--- src/design/ccp_pkg.sv ---
`timescale 1ns / 1ps
`default_nettype none
// ----------------------------------------------------------------------------
// ccp_pkg - constant-pool parser shared definitions
// Phases, tag and kind codes, operand formats and the front-to-back command.
// ----------------------------------------------------------------------------
package ccp_pkg;

	// Parser phases
	typedef enum logic [2:0] {
		PH_HEADER,
		PH_TAG,
		PH_OPERAND,
		PH_ULEN,
		PH_UBYTES,
		PH_IDLE
	} ccp_phase_t;

	// Result kinds
	localparam logic [1:0] KIND_HEADER = 2'd0;
	localparam logic [1:0] KIND_ENTRY  = 2'd1;
	localparam logic [1:0] KIND_STRING = 2'd2;

	// Constant-pool tags
	localparam logic [7:0] TAG_UTF8        = 8'd1;
	localparam logic [7:0] TAG_INTEGER     = 8'd3;
	localparam logic [7:0] TAG_FLOAT       = 8'd4;
	localparam logic [7:0] TAG_LONG        = 8'd5;
	localparam logic [7:0] TAG_DOUBLE      = 8'd6;
	localparam logic [7:0] TAG_CLASS       = 8'd7;
	localparam logic [7:0] TAG_STRING      = 8'd8;
	localparam logic [7:0] TAG_FIELDREF    = 8'd9;
	localparam logic [7:0] TAG_METHODREF   = 8'd10;
	localparam logic [7:0] TAG_IMETHODREF  = 8'd11;
	localparam logic [7:0] TAG_NAMEANDTYPE = 8'd12;

	// Byte counts
	localparam logic [3:0] HDR_MAGIC_END = 4'd4;
	localparam logic [3:0] HDR_VER_END   = 4'd8;
	localparam logic [3:0] HDR_LEN       = 4'd10;
	localparam logic [3:0] ULEN_BYTES    = 4'd2;
	localparam logic [3:0] OPND_SHORT    = 4'd2;
	localparam logic [3:0] OPND_WIDE     = 4'd8;

	// Queue between front and back
	localparam int QUEUE_DEPTH = 2;
	localparam int QPTR_W      = (QUEUE_DEPTH > 1) ? $clog2(QUEUE_DEPTH) : 1;
	localparam int QCNT_W      = $clog2(QUEUE_DEPTH + 1);

	// How the back end maps the assembled value onto word_high / word_low
	typedef enum logic [2:0] {
		FMT_ZERO,   // both words zero
		FMT_SHORT,  // high = value[15:0]
		FMT_WORD,   // high = value[31:0]
		FMT_PAIR,   // high = value[31:16], low = value[15:0]
		FMT_WIDE    // high = value[63:32], low = value[31:0]
	} ccp_fmt_t;

	typedef struct packed {
		logic [1:0]  kind;
		logic [15:0] index;
		logic [7:0]  tag;
		ccp_fmt_t    fmt;
		logic [63:0] value;
		logic [7:0]  sbyte;
		logic        last;
	} ccp_cmd_t;

	function automatic logic [3:0] operand_bytes(input logic [7:0] t);
		logic [3:0] n;
		case (t)
			TAG_CLASS, TAG_STRING: n = OPND_SHORT;
			TAG_INTEGER, TAG_FLOAT, TAG_FIELDREF, TAG_METHODREF,
			TAG_IMETHODREF, TAG_NAMEANDTYPE: n = 4'd4;
			TAG_LONG, TAG_DOUBLE: n = OPND_WIDE;
			default: n = 4'd0;
		endcase
		return n;
	endfunction

endpackage
`default_nettype wire

--- src/design/ccp_if.sv ---
`timescale 1ns / 1ps
`default_nettype none
// ----------------------------------------------------------------------------
// ccp_if - byte and result channels
// Valid/ready channels for the class-file byte stream and the parse results.
// ----------------------------------------------------------------------------
interface ccp_byte_if;
	logic       valid;
	logic       ready;
	logic [7:0] data_byte;

	modport source (output valid, output data_byte, input ready);
	modport sink   (input valid, input data_byte, output ready);
endinterface

interface ccp_result_if;
	logic        valid;
	logic        ready;
	logic [1:0]  kind;
	logic [15:0] entry_index;
	logic [7:0]  tag;
	logic [31:0] word_high;
	logic [31:0] word_low;
	logic [7:0]  string_byte;
	logic        last;

	modport source (output valid, output kind, output entry_index, output tag,
		output word_high, output word_low, output string_byte, output last,
		input ready);
	modport sink   (input valid, input kind, input entry_index, input tag,
		input word_high, input word_low, input string_byte, input last,
		output ready);
endinterface
`default_nettype wire

--- src/design/ccp_front.sv ---
`timescale 1ns / 1ps
`default_nettype none
// ----------------------------------------------------------------------------
// ccp_front - byte classifier and parse sequencer
// Walks header and pool entries one byte a beat and pushes result commands.
// ----------------------------------------------------------------------------
module ccp_front
	import ccp_pkg::*;
(
	input  wire logic   clk,
	input  wire logic   arst_n,
	ccp_byte_if.sink    stream,
	input  wire logic   queue_full,
	output logic        push,
	output ccp_cmd_t    push_cmd
);

	ccp_phase_t  phase_q, phase_d;
	logic [3:0]  cnt_q, cnt_d, cnt_nx;
	logic [63:0] shift_q, shift_d, shift_nx;
	logic [31:0] magic_q, magic_d;
	logic [31:0] ver_q, ver_d;
	logic [15:0] pool_q, pool_d;
	logic [7:0]  tag_q, tag_d;
	logic [15:0] slot_q, slot_d;
	logic [15:0] rem_q, rem_d;
	logic        accept;
	logic        do_adv;
	logic        adv_two;
	logic [16:0] adv_sum;
	logic [3:0]  opnd_n;

	assign stream.ready = !queue_full;
	assign accept       = stream.valid && !queue_full;
	assign shift_nx     = {shift_q[55:0], stream.data_byte};
	assign cnt_nx       = cnt_q + 4'd1;
	assign opnd_n       = operand_bytes(tag_q);

	always_comb begin
		phase_d  = phase_q;
		cnt_d    = cnt_q;
		shift_d  = shift_q;
		magic_d  = magic_q;
		ver_d    = ver_q;
		pool_d   = pool_q;
		tag_d    = tag_q;
		slot_d   = slot_q;
		rem_d    = rem_q;
		push     = 1'b0;
		push_cmd = '0;
		do_adv   = 1'b0;
		adv_two  = 1'b0;
		if (accept) begin
			case (phase_q)
				PH_HEADER: begin
					shift_d = shift_nx;
					cnt_d   = cnt_nx;
					if (cnt_nx == HDR_MAGIC_END) begin
						magic_d = shift_nx[31:0];
					end
					if (cnt_nx == HDR_VER_END) begin
						ver_d = shift_nx[31:0];
					end
					if (cnt_nx == HDR_LEN) begin
						pool_d         = shift_nx[15:0];
						push           = 1'b1;
						push_cmd.kind  = KIND_HEADER;
						push_cmd.index = shift_nx[15:0];
						push_cmd.fmt   = FMT_WIDE;
						push_cmd.value = {magic_q, ver_q};
						slot_d         = 16'd1;
						cnt_d          = '0;
						shift_d        = '0;
						phase_d        = (shift_nx[15:0] > 16'd1) ? PH_TAG : PH_IDLE;
					end
				end
				PH_TAG: begin
					tag_d   = stream.data_byte;
					cnt_d   = '0;
					shift_d = '0;
					if (stream.data_byte == TAG_UTF8) begin
						phase_d = PH_ULEN;
					end else if (operand_bytes(stream.data_byte) == 4'd0) begin
						// unknown tag: entry with zero words, one slot
						push           = 1'b1;
						push_cmd.kind  = KIND_ENTRY;
						push_cmd.index = slot_q;
						push_cmd.tag   = stream.data_byte;
						push_cmd.fmt   = FMT_ZERO;
						do_adv         = 1'b1;
					end else begin
						phase_d = PH_OPERAND;
					end
				end
				PH_OPERAND: begin
					shift_d = shift_nx;
					cnt_d   = cnt_nx;
					if (cnt_nx >= opnd_n) begin
						push           = 1'b1;
						push_cmd.kind  = KIND_ENTRY;
						push_cmd.index = slot_q;
						push_cmd.tag   = tag_q;
						push_cmd.value = shift_nx;
						if (opnd_n == OPND_SHORT) begin
							push_cmd.fmt = FMT_SHORT;
						end else if (opnd_n == OPND_WIDE) begin
							push_cmd.fmt = FMT_WIDE;
						end else if (tag_q == TAG_INTEGER || tag_q == TAG_FLOAT) begin
							push_cmd.fmt = FMT_WORD;
						end else begin
							push_cmd.fmt = FMT_PAIR;
						end
						do_adv  = 1'b1;
						adv_two = (tag_q == TAG_LONG) || (tag_q == TAG_DOUBLE);
					end
				end
				PH_ULEN: begin
					shift_d = shift_nx;
					cnt_d   = cnt_nx;
					if (cnt_nx >= ULEN_BYTES) begin
						rem_d          = shift_nx[15:0];
						push           = 1'b1;
						push_cmd.kind  = KIND_ENTRY;
						push_cmd.index = slot_q;
						push_cmd.tag   = tag_q;
						push_cmd.fmt   = FMT_SHORT;
						push_cmd.value = shift_nx;
						if (shift_nx[15:0] == 16'd0) begin
							do_adv = 1'b1;
						end else begin
							phase_d = PH_UBYTES;
							cnt_d   = '0;
							shift_d = '0;
						end
					end
				end
				PH_UBYTES: begin
					rem_d          = rem_q - 16'd1;
					push           = 1'b1;
					push_cmd.kind  = KIND_STRING;
					push_cmd.index = slot_q;
					push_cmd.tag   = tag_q;
					push_cmd.fmt   = FMT_ZERO;
					push_cmd.sbyte = stream.data_byte;
					push_cmd.last  = (rem_q == 16'd1);
					do_adv         = (rem_q == 16'd1);
				end
				default: begin
				end
			endcase
		end
		// step to the next slot, or idle once the pool is done
		adv_sum = {1'b0, slot_q} + {15'd0, adv_two, !adv_two};
		if (do_adv) begin
			slot_d  = adv_sum[15:0];
			phase_d = (adv_sum >= {1'b0, pool_q}) ? PH_IDLE : PH_TAG;
			cnt_d   = '0;
			shift_d = '0;
		end
	end

	always_ff @(posedge clk or negedge arst_n) begin
		if (!arst_n) begin
			phase_q <= PH_HEADER;
			cnt_q   <= '0;
			shift_q <= '0;
			magic_q <= '0;
			ver_q   <= '0;
			pool_q  <= '0;
			tag_q   <= '0;
			slot_q  <= 16'd1;
			rem_q   <= '0;
		end else begin
			phase_q <= phase_d;
			cnt_q   <= cnt_d;
			shift_q <= shift_d;
			magic_q <= magic_d;
			ver_q   <= ver_d;
			pool_q  <= pool_d;
			tag_q   <= tag_d;
			slot_q  <= slot_d;
			rem_q   <= rem_d;
		end
	end

endmodule
`default_nettype wire

--- src/design/ccp_queue.sv ---
`timescale 1ns / 1ps
`default_nettype none
// ----------------------------------------------------------------------------
// ccp_queue - command queue
// Short FIFO that decouples the parse sequencer from the result stage.
// ----------------------------------------------------------------------------
module ccp_queue
	import ccp_pkg::*;
(
	input  wire logic      clk,
	input  wire logic      arst_n,
	input  wire logic      push,
	input  wire ccp_cmd_t  push_cmd,
	input  wire logic      pop,
	output logic           full,
	output logic           empty,
	output ccp_cmd_t       head
);

	ccp_cmd_t            mem_q [QUEUE_DEPTH];
	logic [QPTR_W-1:0]   wr_ptr_q;
	logic [QPTR_W-1:0]   rd_ptr_q;
	logic [QCNT_W-1:0]   count_q;
	logic                do_pop;

	assign full   = (count_q == QCNT_W'(QUEUE_DEPTH));
	assign empty  = (count_q == '0);
	assign head   = mem_q[rd_ptr_q];
	assign do_pop = pop && !empty;

	function automatic logic [QPTR_W-1:0] next_ptr(input logic [QPTR_W-1:0] p);
		return (p == QPTR_W'(QUEUE_DEPTH - 1)) ? '0 : p + QPTR_W'(1);
	endfunction

	always_ff @(posedge clk) begin
		if (push) begin
			mem_q[wr_ptr_q] <= push_cmd;
		end
	end

	always_ff @(posedge clk or negedge arst_n) begin
		if (!arst_n) begin
			wr_ptr_q <= '0;
			rd_ptr_q <= '0;
			count_q  <= '0;
		end else begin
			if (push) begin
				wr_ptr_q <= next_ptr(wr_ptr_q);
			end
			if (do_pop) begin
				rd_ptr_q <= next_ptr(rd_ptr_q);
			end
			case ({push, do_pop})
				2'b10:   count_q <= count_q + QCNT_W'(1);
				2'b01:   count_q <= count_q - QCNT_W'(1);
				default: count_q <= count_q;
			endcase
		end
	end

endmodule
`default_nettype wire

--- src/design/ccp_back.sv ---
`timescale 1ns / 1ps
`default_nettype none
// ----------------------------------------------------------------------------
// ccp_back - result formatter and output register
// Maps queued commands onto the result words and holds them for the sink.
// ----------------------------------------------------------------------------
module ccp_back
	import ccp_pkg::*;
(
	input  wire logic      clk,
	input  wire logic      arst_n,
	input  wire ccp_cmd_t  head,
	input  wire logic      empty,
	output logic           pop,
	ccp_result_if.source   result
);

	logic        valid_q;
	logic        load;
	logic [31:0] hi_c, lo_c;
	logic [1:0]  kind_q;
	logic [15:0] index_q;
	logic [7:0]  tag_q;
	logic [31:0] hi_q, lo_q;
	logic [7:0]  sbyte_q;
	logic        last_q;

	assign load = !valid_q || result.ready;
	assign pop  = load && !empty;

	always_comb begin
		hi_c = '0;
		lo_c = '0;
		case (head.fmt)
			FMT_SHORT: hi_c = {16'd0, head.value[15:0]};
			FMT_WORD:  hi_c = head.value[31:0];
			FMT_PAIR: begin
				hi_c = {16'd0, head.value[31:16]};
				lo_c = {16'd0, head.value[15:0]};
			end
			FMT_WIDE: begin
				hi_c = head.value[63:32];
				lo_c = head.value[31:0];
			end
			default: begin
				hi_c = '0;
				lo_c = '0;
			end
		endcase
	end

	always_ff @(posedge clk or negedge arst_n) begin
		if (!arst_n) begin
			valid_q <= 1'b0;
		end else if (load) begin
			valid_q <= !empty;
		end
	end

	always_ff @(posedge clk) begin
		if (pop) begin
			kind_q  <= head.kind;
			index_q <= head.index;
			tag_q   <= head.tag;
			hi_q    <= hi_c;
			lo_q    <= lo_c;
			sbyte_q <= head.sbyte;
			last_q  <= head.last;
		end
	end

	assign result.valid       = valid_q;
	assign result.kind        = kind_q;
	assign result.entry_index = index_q;
	assign result.tag         = tag_q;
	assign result.word_high   = hi_q;
	assign result.word_low    = lo_q;
	assign result.string_byte = sbyte_q;
	assign result.last        = last_q;

endmodule
`default_nettype wire

--- src/design/class_file_constant_pool_parser_core.sv ---
`timescale 1ns / 1ps
`default_nettype none
// ----------------------------------------------------------------------------
// class_file_constant_pool_parser_core - class-file header and pool parser
// Parses the big-endian header and constant-pool entries of a class file.
// ----------------------------------------------------------------------------
//  channel | role   | beat carries
//  --------+--------+-----------------------------------------------------------
//  stream  | sink   | data_byte: next byte of the class file
//  result  | source | kind, entry_index, tag, word_high, word_low,
//          |        | string_byte, last
//
// One byte is taken every cycle while the command queue has room; the parse
// sequencer settles each byte as it is taken, so that loop sets the rate.
// A result is written into the command queue on its byte's beat, then into the output register.
// Reset (arst_n low) clears the sequencer, the queue and the output valid.
// A stalled result sink fills the two-entry queue; stream.ready then drops
// until the output register drains.
// ----------------------------------------------------------------------------
module class_file_constant_pool_parser_core
	import ccp_pkg::*;
(
	input  wire logic     clk,
	input  wire logic     arst_n,
	ccp_byte_if.sink      stream,
	ccp_result_if.source  result
);

	// front -> queue
	logic     push;
	ccp_cmd_t push_cmd;
	// queue -> back
	logic     queue_full;
	logic     queue_empty;
	ccp_cmd_t head;
	logic     pop;

	// Classify each byte and sequence the header and pool entries
	ccp_front u_front (
		.clk        (clk),
		.arst_n     (arst_n),
		.stream     (stream),
		.queue_full (queue_full),
		.push       (push),
		.push_cmd   (push_cmd)
	);

	// Hold results while the sink stalls
	ccp_queue u_queue (
		.clk      (clk),
		.arst_n   (arst_n),
		.push     (push),
		.push_cmd (push_cmd),
		.pop      (pop),
		.full     (queue_full),
		.empty    (queue_empty),
		.head     (head)
	);

	// Format the result words and drive the output register
	ccp_back u_back (
		.clk    (clk),
		.arst_n (arst_n),
		.head   (head),
		.empty  (queue_empty),
		.pop    (pop),
		.result (result)
	);

	// Never push into a full queue
	assert property (@(posedge clk) disable iff (!arst_n) push |-> !queue_full)
		else $error("command pushed into a full queue");

	// Never pop an empty queue
	assert property (@(posedge clk) disable iff (!arst_n) pop |-> !queue_empty)
		else $error("command popped from an empty queue");

	// last marks only string bytes
	assert property (@(posedge clk) disable iff (!arst_n)
		(result.valid && result.last) |-> (result.kind == KIND_STRING))
		else $error("last set on a non-string result");

	// A popped command appears on the result port at the next edge
	assert property (@(posedge clk) disable iff (!arst_n) pop |=> result.valid)
		else $error("popped command did not reach the output register");

endmodule
`default_nettype wire

--- src/flat_wrapper.sv ---
// flat-port wrapper written by rule: the top's interface ports become plain ports
module class_file_constant_pool_parser_core_flat import ccp_pkg::*;
  (clk, arst_n, stream_valid, stream_data_byte, stream_ready, result_valid, result_kind, result_entry_index, result_tag, result_word_high, result_word_low, result_string_byte, result_last, result_ready);
  ccp_byte_if stream_i ();
  ccp_result_if result_i ();
  input  wire logic clk;
  input  wire logic arst_n;
  input wire logic [$bits(stream_i.valid)-1:0] stream_valid;
  input wire logic [$bits(stream_i.data_byte)-1:0] stream_data_byte;
  output wire logic [$bits(stream_i.ready)-1:0] stream_ready;
  output wire logic [$bits(result_i.valid)-1:0] result_valid;
  output wire logic [$bits(result_i.kind)-1:0] result_kind;
  output wire logic [$bits(result_i.entry_index)-1:0] result_entry_index;
  output wire logic [$bits(result_i.tag)-1:0] result_tag;
  output wire logic [$bits(result_i.word_high)-1:0] result_word_high;
  output wire logic [$bits(result_i.word_low)-1:0] result_word_low;
  output wire logic [$bits(result_i.string_byte)-1:0] result_string_byte;
  output wire logic [$bits(result_i.last)-1:0] result_last;
  input wire logic [$bits(result_i.ready)-1:0] result_ready;
  assign stream_i.valid = stream_valid;
  assign stream_i.data_byte = stream_data_byte;
  assign stream_ready = stream_i.ready;
  assign result_valid = result_i.valid;
  assign result_kind = result_i.kind;
  assign result_entry_index = result_i.entry_index;
  assign result_tag = result_i.tag;
  assign result_word_high = result_i.word_high;
  assign result_word_low = result_i.word_low;
  assign result_string_byte = result_i.string_byte;
  assign result_last = result_i.last;
  assign result_i.ready = result_ready;
  class_file_constant_pool_parser_core u_core (.clk(clk), .arst_n(arst_n), .stream(stream_i), .result(result_i));
endmodule
--- config.mk ---
export PLATFORM = sky130hd
export DESIGN_NAME = class_file_constant_pool_parser_core_flat
export DESIGN_NICKNAME = d
export VERILOG_FILES = /design/src/design/ccp_pkg.sv /design/src/design/ccp_if.sv /design/src/design/ccp_front.sv /design/src/design/ccp_queue.sv /design/src/design/ccp_back.sv /design/src/design/class_file_constant_pool_parser_core.sv /design/src/flat_wrapper.sv
export SDC_FILE = /design/constraint.sdc
export NUM_CORES = 1
export LEC_CHECK = 0
export BUFFER_PORTS_ARGS = -buffer_cell sky130_fd_sc_hd__buf_2
export CAP_MARGIN = 20
export CORE_MARGIN = 2
export CORE_UTILIZATION = 45
export DETAILED_ROUTE_END_ITERATION = 8
export SLEW_MARGIN = 20
export SYNTH_ARGS = -nofsm -noshare
export SYNTH_HDL_FRONTEND = slang
export SYNTH_SLANG_ARGS = --single-unit
--- constraint.sdc ---
create_clock -name clk -period 6.8 [get_ports clk]
set_input_delay 0.68 -clock clk [delete_from_list [all_inputs] [get_ports clk]]
set_output_delay 0.68 -clock clk [all_outputs]
set_load 0.005 [all_outputs]
==> metrics <==
total placed cells including tap cells ~2200; Final Hold Viols 0; cts bufs inserted 50; TNS Setup 0 ns; routability cong. just under 0.9; Hold WC Path Type input port to async pin; Max Root-Sink Buffers 3; Setup WS post-layout about 1.8 ns; outcome complete, no violations; DP Worst Slack 1.806 ns; Port Buffers approximately 110; Setup crit end kind register; pwr dens between 400 and 500 nW/um2; io pins around 110; Seq cells post-synth roughly 500; clk_lat worst skew approximately 0.60 ns; CTS Hold Bufs 0; max_slew headroom ~20%; Core Area about 46000 um2; syn nets between 1500 and 2000; Int Pwr approximately 7.3 mW; Tmin final approximately 5 ns; delay-heaviest family, CP simple AND/OR/NAND/NOR gates; post-CTS setup buffers 0; type of origin of the critical path register; Reg power frac a little over two fifths; global route overflow 0; max_cap viols 0; FF-to-FF Start u_core.u_front.tag_q[4]$_DFFE_PN0P_; Comb pwr share 32.6%; H-tree Lvls 2; largest net degree at the start of global routing between 100 and 150; Yosys warning count 0; Clk pwr share between 20% and 30%; total wire length approximately 52 mm; Crit-path slowest cell or4_1; drc violations 0; Syn Area/Cell 13.59 um2; Worst-path clk slew approximately 0.060 ns; Sw Share a little over a third; fillers ~3900; Post-Syn Area around 21000 um2; CP arrival between 5 and 6 ns; Final Core Density around half; post-DR vias/cell about 5.8; initial core utilization a little under half; area growth from synthesis to layout 13.13%; switching pwr 4.088 mW; Clock Skew ~0.030 ns; cell chain of the critical path or4_1, nor2_1, nand2_1, ha_1, nand2_1, o21ai_0, and3_1, o2111ai_1, ha_1, fa_1, nand3_1, nor2_1, and4_1, xor2_1, ha_1, a21o_1, a21o_1, a21oi_1, o211ai_1, nor3_1, a22oi_1; average wire per cell in the routed design 22.69 um; Slew Viols, Final 0; worst slew pin tran 1.170 ns; fin cells 2283; slowest cell delay on critical path around 0.6 ns; Final Setup Violations 0; Post-synth EDFFs 303; initial antenna violation count 1; Critical Path RT a little over 7 ns; ys flop type edfxtp_1; CTS tree yes; period utilization between 70% and 80%; vias post-DR 13250; most frequent CP cell ha_1; Die Ht about 220 um; P_leak between 9 and 10 nW; CP startpoint u_core.u_front.tag_q[4]$_DFFE_PN0P_; NumNets Final approximately 1700; Buffers & Inverters on Critical Path 0; maximum VDD drop around 0.00026 V; die area between 40000 and 50000 um2; ys async rst share 38.29%; CTS sink count between 400 and 500; Pre-Repair DR Iteration Count 6; post-synth cell types between 70 and 80; first-pass GRT wire length slightly below 80 mm; Seq/Total Area, Yosys between 60 and 70%; RSZ-0062 raised after global routing no; Routed Antenna Nets 0; vias in the first global route between 10000 and 15000; Syn Inst Count about 1600; Detailed Place HPWL ~33 mm; 1st-iter DRT viols ~1400; critical path type register to register; worst-path fanout max 6; Fmax achieved 0.1984 GHz; Rows 79; layout cells sized above 1 about a fifth; total track usage 21.37%; Die X between 200 and 250 um; Root Driver clkbuf_16; # resized after CTS 0
layout make-up:
cell class,count,area [um2],share of cell area [%]
Clock inverter,24,262.8,1.099
Clock buffer,70,1336,5.587
Inverter,38,142.6,0.5964
Sequential cell,491,13810,57.73
Timing Repair Buffer,136,784.5,3.280
Antenna cell,1,2.502,0.01046
Tap cell,607,759.5,3.176
Multi-Input combinational cell,916,6820,28.52
final timing paths:
kind	cells after the start	slack, ns	end
worst min-delay path	1	0.16	u_core.u_front.shift_q[54]$_DFFE_PN0P_
worst max-delay path	21	1.76	u_core.u_front.phase_q[2]$_DFFE_PN0P_
min in group clk	2	0.29	u_core.u_back.result.valid$_DFFE_PN0N_
worst max register to register	21	1.76	u_core.u_front.phase_q[2]$_DFFE_PN0P_
worst min register to register	1	0.48	u_core.u_front.rem_q[10]$_DFFE_PN0P_
max in group asynchronous	2	5.16	u_core.u_front.slot_q[8]$_DFFE_PN0P_
power groups by stage:
stage | registers [mW] | logic [mW] | clock network [mW]
floorplan | 4.76 | 2.64 | 0
global route | 5.04 | 4.06 | 2.89
finish | 4.93 | 3.70 | 2.71
detailed placement | 4.99 | 3.71 | 0
global placement | 4.96 | 3.69 | 0
CTS | 4.93 | 3.73 | 2.77
routing by layer:
metal / share of wire, % / GRT usage [%] / wire, um / vias up
met1: 47 / 32.72 / 24540 / 6748
met4: 2.6 / 6.156 / 1323 / 2
li1: - / - / - / 6051
met5: 0.023 / 0 / 12 / -
met2: 45 / 31.44 / 23310 / 360
met3: 5.0 / 3.381 / 2615 / 89
state kept, by name, indices dropped and copies added (netlist names), 16 cells and up:
signal / count
u_core.u_back.result.entry_index: 16
u_core.u_back.result.word_high: 32
u_core.u_back.result.word_low: 32
u_core.u_front.magic_q: 32
u_core.u_front.pool_q: 16
u_core.u_front.rem_q: 16
u_core.u_front.shift_q: 56
u_core.u_front.slot_q: 16
u_core.u_front.ver_q: 32
u_core.u_queue.mem_q: 204
synth_stat cells (3+ instances only):
library cell,number,area share [%]
ha_1,36,2.1
xnor2_1,14,0.58
clkbuf_1,86,1.5
buf_1,10,0.18
o2111ai_1,3,0.12
edfxtp_1,303,43
a21oi_1,34,0.80
buf_2,11,0.26
nor3b_1,3,0.11
dfrtp_1,187,22
inv_1,37,0.66
a221o_1,8,0.38
o211ai_1,4,0.14
and4_1,5,0.21
a22o_1,78,3.2
and2_1,4,0.12
mux2_2,107,5.7
a32oi_1,3,0.12
a21o_1,10,0.36
or3_1,3,0.089
o2bb2ai_1,4,0.17
nor2_1,157,2.8
nand4_1,5,0.15
nand3b_1,4,0.14
a21boi_0,3,0.11
nor4_1,5,0.15
mux2i_1,83,3.9
nand2b_1,7,0.21
nand2_1,58,1.0
nor3_1,19,0.45
o22ai_1,35,1.0
o21ai_0,43,1.0
a22oi_1,94,3.3
buf_6,4,0.21
a31oi_1,4,0.12
nor4b_1,3,0.12
and3_1,12,0.36
or4_1,4,0.14
xor2_1,7,0.29
nand3_1,17,0.40
kinds of logic after synthesis:
family	after synthesis	synth area share (%)
compound gates	348	12.10
buf+inv	149	2.853
xor+xnor	21	0.8700
mux	190	9.629
flops	491	65.30
simple gates	320	7.025
fa+ha+maj	37	2.225
per-stage QoR:
step	hold WS (ns)	total power, mW	instance area [um2]
2_1_floorplan	0.3844	7.393	21150
3_3_place_gp	0.4711	8.645	22310
3_5_place_dp	0.4683	8.703	22310
4_1_cts	0.1654	11.43	23910
5_1_grt	0.1997	12.00	23910
6_report	0.1594	11.35	23920
cells in the final DEF (no fill, tap or decap), types with 33 or more instances in the layout:
cell type,instances
ha_1,36
o21ai_0,42
nand2_1,58
buf_2,112
nor2_1,154
a21oi_1,33
clkbuf_16,50
o22ai_1,35
inv_1,37
dfrtp_1,186
edfxtp_1,303
a22o_1,78
mux2_2,107
mux2i_1,82
a22oi_1,94
No activity file was read; power rests on OpenSTA's default activity.
